<file path="src/rtl/core/mqfm_ram.sv">
module mqfm_ram #(
  parameter int unsigned WIDTH = 8,
  parameter int unsigned DEPTH = 16
) (
  input  logic                     clk_i,
  input  logic                     we_i,
  input  logic [$clog2(DEPTH)-1:0] waddr_i,
  input  logic [WIDTH-1:0]         wdata_i,
  input  logic [$clog2(DEPTH)-1:0] raddr_i,
  output logic [WIDTH-1:0]         rdata_o
);

  logic [WIDTH-1:0] mem_q [DEPTH];
  logic [WIDTH-1:0] rdata_q;

  // Write port and registered read port
  always_ff @(posedge clk_i) begin
    if (we_i) begin
      mem_q[waddr_i] <= wdata_i;
    end
    rdata_q <= mem_q[raddr_i];
  end

  assign rdata_o = rdata_q;

endmodule

</file>
<file path="config.mk">
export PLATFORM = sky130hd
export DESIGN_NAME = mqfm_ram
export DESIGN_NICKNAME = d
export VERILOG_FILES = /design/src/rtl/core/mqfm_ram.sv
export SDC_FILE = /design/constraint.sdc
export NUM_CORES = 1
export LEC_CHECK = 0
export BUFFER_PORTS_ARGS = -buffer_cell sky130_fd_sc_hd__buf_2
export CORE_MARGIN = 5
export CORE_UTILIZATION = 50
export DETAILED_ROUTE_END_ITERATION = 8
export GPL_TIMING_DRIVEN = 1
export PLACE_DENSITY = 0.67
export SLEW_MARGIN = 10
export SYNTH_ARGS = -nofsm -noshare
export SYNTH_HDL_FRONTEND = slang
export SYNTH_SLANG_ARGS = --single-unit
</file>
<file path="constraint.sdc">
create_clock -name clk_i -period 3.4 [get_ports clk_i]
set_input_delay 0.68 -clock clk_i [delete_from_list [all_inputs] [get_ports clk_i]]
set_output_delay 0.68 -clock clk_i [all_outputs]
set_load 0.01 [all_outputs]
</file>
==> flow_metrics.py <==
metrics = {
    "routing": {
        "drtIter0Drc": 154,
        "drc": 0,
        "vias": 2384,
        "ant_nets": 0,
        "wl_per_cell_um": 22.5,
        "routed_wl_mm": 9.47,
        "drt_pass1_iterations": 4,
        "avgViaCountPerCell": 5.66,
    },
    "synthesis": {
        "synth_cells": 229,
        "syn-num-nets": 247,
        "yosysTopAreaCellShare": 0.747,
        "yosysWarnings": 0,
        "synth_cell_types": 19,
        "syn-mean-instance-area_um2": 22.5,
        "ys_ff_latch": 136,
        "synth_area_um2": 5150,
        "seq_area_frac_synth": 0.778,
        "yosysTopAreaCell": "edfxtp_1",
        "synthTopCellsByArea": "edfxtp_1, mux4_2, mux4_1",
    },
    "floorplanning": {
        "die_w_um": 111,
        "die_y_um": 111,
        "pin_count": 26,
        "core_um2": 10200,
        "start_util": 0.505,
        "row_count": 37,
        "die_area_um2": 12400,
    },
    "clocking": {
        "root_buffer": "clkbuf_8",
        "max-clock-path-buffers": 2,
        "postCtsSetupBuffers": 0,
        "cts_tree": "built",
        "insertion_delay_ps": 510,
        "holdBufCountCts": 0,
        "numCtsBuffers": 17,
        "cts_sinks": 136,
        "cts_resized": 0,
        "cts.clk_slew.worst_paths_ps": 60,
        "h-tree-depth": 4,
    },
    "layout": {
        "nNetsFinal": 291,
        "fillerInstances": 768,
        "final_cell_area_um2": 5990,
        "layout-drive-gt1-share": 0.295,
        "antennaDiodeCount": 0,
        "multiInputGateArea_um2": 1060,
        "final_util": 0.588,
        "areaGrowthSynthToFinish_pct": 16.4,
        "final-seq-area_um2": 4000,
    },
    "place": {
        "dpl-instance-area_um2": 5430,
        "port_buffers": 25,
        "globalplace.congestion": 0.717,
        "hpwl_mm": 6.10,
        "pre_cts_slack_ps": 933,
    },
    "sta": {
        "relSlewSlack": 0.405,
        "period_share": 0.564,
        "hold_viol": 0,
        "max_freq_ghz": 0.521,
        "setup-tns-final_ps": 0,
        "fin_skew_ps": 4.21,
        "rsz0062_at_grt": "false",
        "worst_pin_slew_ps": 889,
        "period_needed_ps": 1920,
        "worst_slack_ps": 1480,
        "drv_slew": 0,
        "setup_viol": 0,
    },
    "critical_path": {
        "critPathRequiredTime_ps": 3780,
        "cp_max_fo": 13,
        "cp_data_arrival_time_ps": 2300,
        "critPathLaunchType": "primary input",
        "critPathMaxStageDelay_ps": 610,
        "slowest_stage": "mux4_1",
        "path_cells": "buf_2 > buf_4 > mux4_1 > a22oi_1 > nand2_1",
        "critPathKind": "in -> reg",
        "cp-end-kind": "flop",
    },
    "grt": {
        "grt_use_total": 0.162,
        "grt_pass1_wl_mm": 14.7,
        "first_global_vias": 2463,
        "grt_max_degree": 33,
        "overflow": 0,
        "antenna_found_initial": 0,
    },
    "run_status": {
        "outcome": "completed",
    },
    "worst_hold_path": {
        "hold_path_class": "in -> reg",
    },
    "power_and_ir_drop": {
        "ir_worst_vdd_mv": 0.354,
        "p_leak_nw": 2.02,
        "pwr_density_cell_nw_per_um2": 628,
    },
    "run": {
        "cap_violations": 0,
    },
}
[worst max-delay path, delay by kind of cell]
| family | cells | cell delay (ps) |
|---|---|---|
| buffers and inverters | 2 | 660 |
| and+or+nand+nor | 1 | 120 |
| muxes | 1 | 610 |
| AOI/OAI and AO/OA | 1 | 210 |
[report_power, final]
part | leakage [nW] | internal [mW] | switching (mW)
logic | 0.523 | 0.0700 | 0.0987
clock network | 0.269 | 1.05 | 0.655
registers | 1.22 | 1.87 | 0.0106
total | 2.02 | 3.00 | 0.765
[through the flow]
| stage | instances | hold WS (ps) | total power, mW |
|---|---|---|---|
| final | 421 | 546 | 3.76 |
| after global placement | 390 | 665 | 2.09 |
| after global routing | 421 | 549 | 3.88 |
| after detailed placement | 390 | 672 | 2.09 |
| after floorplan | 229 | 629 | 2.02 |
| after CTS | 421 | 538 | 3.79 |
[cell families (layout without fill, tap and decap cells)]
kind of cell | count (synthesis) | count (layout) | share of synthesized area
AO/OA/AOI/OAI | 16 | 16 | 0.0233
flip-flops | 136 | 136 | 0.778
AND/OR/NAND/NOR | 35 | 35 | 0.0318
buffers and inverters | 10 | 66 | 0.0168
multiplexers | 32 | 32 | 0.150
[placed cells by master, fill, tap and decap left out, drive strengths merged, types with 2 or more instances in the layout]
cell / Yosys / routed
a22oi: 16 / 16
buf: 7 / 35
bufinv: 0 / 2
clkbuf: 0 / 19
clkinv: 0 / 7
clkinvlp: 0 / 3
dfxtp: 8 / 8
edfxtp: 128 / 128
mux4: 32 / 32
nand2: 9 / 9
nand2b: 2 / 2
nand3b: 2 / 2
nor2: 13 / 13
nor3: 4 / 4
[registers in the layout, indices dropped and copies added, names as in the netlist]
signal   count
mem_q      128
rdata_o      8
[routing by layer]
layer,vias up,global-route usage,share of wire
li1,1067,-,-
met1,1232,0.221,0.44
met2,75,0.256,0.50
met3,10,0.0375,0.043
met4,0,0.0681,0.012
met5,-,0,0
[cell type report]
| cell class | count | share of cell area |
|---|---|---|
| Multi-Input combinational cell | 83 | 0.176 |
| Sequential cell | 136 | 0.668 |
| Clock inverter | 12 | 0.0215 |
| Tap cell | 136 | 0.0284 |
| Timing Repair Buffer | 35 | 0.0334 |
| Clock buffer | 19 | 0.0720 |
[worst paths after layout]
check	start	to	slack, ps	depth (start not counted)
setup reg to reg	mem_q[8][4]$_DFFE_PP_	rdata_o[4]$_DFF_P_	2040	3
hold / removal	wdata_i[7]	mem_q[7][7]$_DFFE_PP_	550	1
hold reg to reg	mem_q[8][2]$_DFFE_PP_	rdata_o[2]$_DFF_P_	680	3
setup / recovery	raddr_i[0]	rdata_o[0]$_DFF_P_	1480	5
[synth_stat cells]
| cell | count |
|---|---|
| nor2_1 | 13 |
| nor2b_1 | 1 |
| nor3_1 | 4 |
| mux4_2 | 18 |
| edfxtp_1 | 128 |
| and2b_1 | 1 |
| or3b_2 | 1 |
| mux4_1 | 14 |
| nand2_1 | 9 |
| buf_6 | 3 |
| clkdlybuf4s25_2 | 3 |
| dfxtp_1 | 8 |
| and2_1 | 1 |
| buf_4 | 1 |
| buf_2 | 3 |
| nand3b_1 | 2 |
| nand2b_1 | 2 |
| a22oi_1 | 16 |
| nand3_1 | 1 |
No activity file was read; power rests on OpenSTA's default activity.
