### config.mk
export PLATFORM = sky130hd
export DESIGN_NAME = mqfm_free_ctrl
export DESIGN_NICKNAME = d
export VERILOG_FILES = /design/src/rtl/core/mqfm_pkg.sv /design/src/rtl/core/mqfm_free_ctrl.sv
export SDC_FILE = /design/constraint.sdc
export NUM_CORES = 1
export LEC_CHECK = 0
export ABC_CLOCK_PERIOD_IN_PS = 2900
export BUFFER_PORTS_ARGS = -buffer_cell sky130_fd_sc_hd__buf_2
export CAP_MARGIN = 10
export CORE_UTILIZATION = 40
export DETAILED_ROUTE_END_ITERATION = 6
export GPL_ROUTABILITY_DRIVEN = 0
export HOLD_SLACK_MARGIN = 0.06
export PLACE_DENSITY_LB_ADDON = 0.2
export SLEW_MARGIN = 20
export SYNTH_ARGS = -nofsm -noshare
export SYNTH_HDL_FRONTEND = slang
export SYNTH_SLANG_ARGS = --single-unit
### constraint.sdc
create_clock -name clk_i -period 2.9 [get_ports clk_i]
set_clock_uncertainty 0.1 [all_clocks]
set_input_delay 0.435 -clock clk_i [delete_from_list [all_inputs] [get_ports clk_i]]
set_output_delay 0.435 -clock clk_i [all_outputs]
set_load 0.05 [all_outputs]
### src/rtl/core/mqfm_pkg.sv
package mqfm_pkg;

  // Fixed field widths of the command and result ports
  localparam int unsigned QIDX_W  = 4;
  localparam int unsigned VALUE_W = 32;

  // Default sizing
  localparam int unsigned NUM_QUEUES_DEF = 16;
  localparam int unsigned POOL_DEPTH_DEF = 256;
  localparam int unsigned DATA_WIDTH_DEF = 32;

  // Operation codes on action_i
  localparam logic ACT_ENQ = 1'b0;
  localparam logic ACT_DEQ = 1'b1;

  // Free-list commands from the sequencer
  typedef struct packed {
    logic alloc;      // take the entry at the free head
    logic give_back;  // push an entry back on the free head
  } free_cmd_t;

endpackage

### src/rtl/core/mqfm_free_ctrl.sv
module mqfm_free_ctrl #(
  parameter int unsigned POOL_DEPTH = mqfm_pkg::POOL_DEPTH_DEF
) (
  input  logic                          clk_i,
  input  logic                          rst_ni,
  input  mqfm_pkg::free_cmd_t           cmd_i,
  input  logic [$clog2(POOL_DEPTH)-1:0] link_i,     // link word read at the free head
  input  logic [$clog2(POOL_DEPTH)-1:0] release_i,  // entry handed back
  output logic [$clog2(POOL_DEPTH)-1:0] head_o,
  output logic                          empty_o
);

  localparam int unsigned PW = $clog2(POOL_DEPTH);
  localparam int unsigned CW = $clog2(POOL_DEPTH + 1);

  logic [PW-1:0] head_q, head_d;
  logic [CW-1:0] count_q, count_d;
  logic [CW-1:0] mark_q, mark_d;   // entries below the mark have had their link written
  logic          fresh;
  logic [PW-1:0] fresh_next;

  // An entry at or above the mark still carries its reset chain to the next entry
  assign fresh      = (CW'(head_q) >= mark_q);
  assign fresh_next = (head_q == PW'(POOL_DEPTH - 1)) ? '0 : head_q + 1'b1;

  // Pop or push the free head
  always_comb begin
    head_d  = head_q;
    count_d = count_q;
    mark_d  = mark_q;
    if (cmd_i.alloc) begin
      head_d  = fresh ? fresh_next : link_i;
      count_d = count_q - 1'b1;
      if (fresh) begin
        mark_d = mark_q + 1'b1;
      end
    end else if (cmd_i.give_back) begin
      head_d = release_i;
      if (count_q < CW'(POOL_DEPTH)) begin
        count_d = count_q + 1'b1;
      end
    end
  end

  always_ff @(posedge clk_i or negedge rst_ni) begin
    if (!rst_ni) begin
      head_q  <= '0;
      count_q <= CW'(POOL_DEPTH);
      mark_q  <= '0;
    end else begin
      head_q  <= head_d;
      count_q <= count_d;
      mark_q  <= mark_d;
    end
  end

  assign head_o  = head_q;
  assign empty_o = (count_q == '0);

endmodule
==> out/qor.yml <==
hold_path_class: "in2async"
cp_max_fo: 12
drc_errors: 0
cap_violations: 0
timing.rr.end: "head_o[0]$_DFFE_PN0N_"
timing.setup.tns_ns: 0
layout_common_cells: "buf_2 (28), dfrtp_1 (25), nand2_1 (21)"
synth_top_family_by_area: "compound AO/OA/AOI/OAI gates"
numCtsBuffers: 3
fin_crit_ns: 2.36
dr.pass1.iters: 4
cts.sinks: 26
die_area_sq_um: 5210
synth-simple-area-share: 0.173
slew_headroom: 0.416
ys_async_sr_fraction: 1.00
cts_setup_buffers: 0
required_ns: 2.97
status: "finished, final reports clean"
clk_path_buf_depth: 2
synth_top_flop_cell: "dfrtp_1"
wl_microns: 4400
crit_slowest_cell: "a21oi_2"
grtUsageTotal: 0.186
nNetsFinal: 283
ant_nets: 0
start_util: 0.417
final_common_cell: "buf_2"
max_freq_mhz: 423
worst_slew_pin_slew_ns: 0.874
grt_pass1_wl_microns: 7640
synth_warnings: 0
rsz0062_at_grt: "no"
syn-instance-count: 216
rows: 25
htreeDepth: 1
worst-setup-path-type: "reg2reg"
fp.dieW_microns: 72.2
crit_path_cell_trace: "inv_1 > ha_1 > nor2b_1 > o21ai_4 > a21oi_2 > a211oi_1 > a311o_1"
synth-edff-count: 0
clkLatencyLatePin_ns: 0.27
wl_per_cell_microns: 14.2
setup_viol_count_final: 0
grt_pass1_vias: 1612
design_area_sq_um: 2210
clk_pin_slew_worst_paths_ns: 0.10
syn_nets: 255
synth-compound-area-share: 0.223
cts_resized: 0
ys_seq_elements: 26
synthAdderAreaFrac: 0.124
coreArea_sq_um: 4720
drive_above_1_share: 0.193
worstPathArrival_ns: 2.43
syn_avg_cell_area_sq_um: 9.13
grt_overflow: 0
dpl.hpwl_microns: 3300
synth_xor_area_frac: 0.0666
vias_per_cell: 5.34
diodes: 0
grt_antenna_before_repair: 0
grt_max_degree: 27
muxShareOfSynthArea: 0.0324
r2r_slack_ns: 0.54
worstSetupEndpointType: "register"
cts_hold_buffers: 0
hold_viol: 0
io_buffers: 28
num_vias: 1655
ys_seq_area_frac: 0.331
critPathLaunchType: "register"
drv_slew: 0
layout_worst_path_cycle_share: 0.815
area_growth_pct: 12.2
first_iter_violations: 125
ir_drop_mv: 0.256
p_leak_nw: 0.992
placed_cell_area_sq_um: 2170
timing.rr.start: "head_o[0]$_DFFE_PN0N_"
max_stage_delay_ns: 0.51
ios: 29
dieHeight_microns: 72.2
synthDistinctLibCells: 53
powerDensity_nw_per_um2: 655
cts_root_buf: "clkbuf_8"
netlist_area_sq_um: 1970
cts_tree: "done"
worstRegToRegCells: 7
[routing by layer]
metal / GRT usage / part of all wire / wire, microns / up-vias
li1: - / - / - / 846
met1: 0.274 / 0.53 / 2340 / 777
met2: 0.291 / 0.44 / 1920 / 32
met3: 0.0236 / 0.033 / 145 / 0
met4: 0.0436 / 0 / 0 / 0
met5: 0 / 0 / 0 / -
[state kept, by name, summed over array words and instances (netlist names)]
register / cells
count_q: 9
head_o: 8
mark_q: 9
[report_power, final]
group          internal (mW)  total, mW  leakage, nW  switching [mW]
Sequential             0.458      0.557        0.292          0.0989
Combinational          0.295      0.680        0.677           0.385
Clock                 0.0983      0.213       0.0228           0.115
Total                  0.852       1.45        0.992           0.598
[area by class of cell]
| class | instances | area (sq um) |
|---|---|---|
| fillers | 464 | 2510 |
| multi-input cells | 169 | 1220 |
| flip-flops and latches | 26 | 652 |
| repair buffers | 31 | 163 |
| well taps | 67 | 83.8 |
| inverters | 13 | 48.8 |
| clock buffers | 4 | 45.0 |
[worst max path at each step]
stage,cells after the start,to,start,slack [ns]
after floorplan,3,empty_o,count_q[5]$_DFFE_PN0P_,0.21
after global placement,8,count_q[6]$_DFFE_PN0P_,cmd_i[1],0.59
after detailed placement,6,head_o[0]$_DFFE_PN0N_,head_o[6]$_DFFE_PN0N_,0.54
after CTS,7,head_o[0]$_DFFE_PN0N_,head_o[0]$_DFFE_PN0N_,0.52
after global routing,7,head_o[0]$_DFFE_PN0N_,head_o[0]$_DFFE_PN0N_,0.37
final,7,head_o[0]$_DFFE_PN0N_,head_o[0]$_DFFE_PN0N_,0.54
[critical path, delay by kind of cell (launching register included)]
kind | cells | cell delay (ns)
buffers and inverters | 1 | 0.08
flip-flops | 1 | 0.49
AO/OA/AOI/OAI | 4 | 1.09
AND/OR/NAND/NOR | 1 | 0.20
adder cells (fa/ha/maj) | 1 | 0.29
[Yosys cell counts, types with 2 or more instances]
library cell / number / share of area
o21a_1: 4 / 0.015
o31ai_1: 3 / 0.011
inv_1: 13 / 0.025
a21o_1: 2 / 0.0076
a311oi_1: 2 / 0.0089
nand2_1: 21 / 0.040
mux2i_1: 3 / 0.015
clkbuf_1: 4 / 0.0076
a31oi_1: 2 / 0.0063
nand4_1: 5 / 0.016
a211oi_1: 6 / 0.023
xor2_1: 5 / 0.022
o211ai_1: 3 / 0.011
or2_2: 2 / 0.0063
dfrtp_1: 25 / 0.32
nand3_1: 6 / 0.015
ha_1: 18 / 0.11
xnor2_1: 10 / 0.044
buf_2: 2 / 0.0051
and3_1: 2 / 0.0063
nor2_1: 10 / 0.019
mux2_2: 3 / 0.017
nor3_1: 6 / 0.015
nor4_1: 5 / 0.016
a21oi_1: 13 / 0.033
o21ai_0: 10 / 0.025
nor2b_1: 5 / 0.016
[stage by stage]
step | setup WS [ns] | hold slack [ns] | util | cells | power, mW
detailed placement | 0.541 | 0.391 | 0.459 | 306 | 1.24
floorplan | 0.212 | 0.0394 | - | 216 | 1.09
global placement | 0.593 | 0.387 | 0.459 | 306 | 1.24
finish | 0.535 | 0.0622 | 0.469 | 310 | 1.45
CTS | 0.522 | 0.0800 | 0.469 | 310 | 1.47
global route | 0.373 | 0.104 | 0.469 | 310 | 1.60
[cells by family after synthesis]
family,count (synthesis)
mux,6
xor+xnor,15
compound gates,62
buf+inv,21
simple gates,67
flops,26
fa+ha+maj,19
Note: power is estimated with default switching activity, not from simulation.
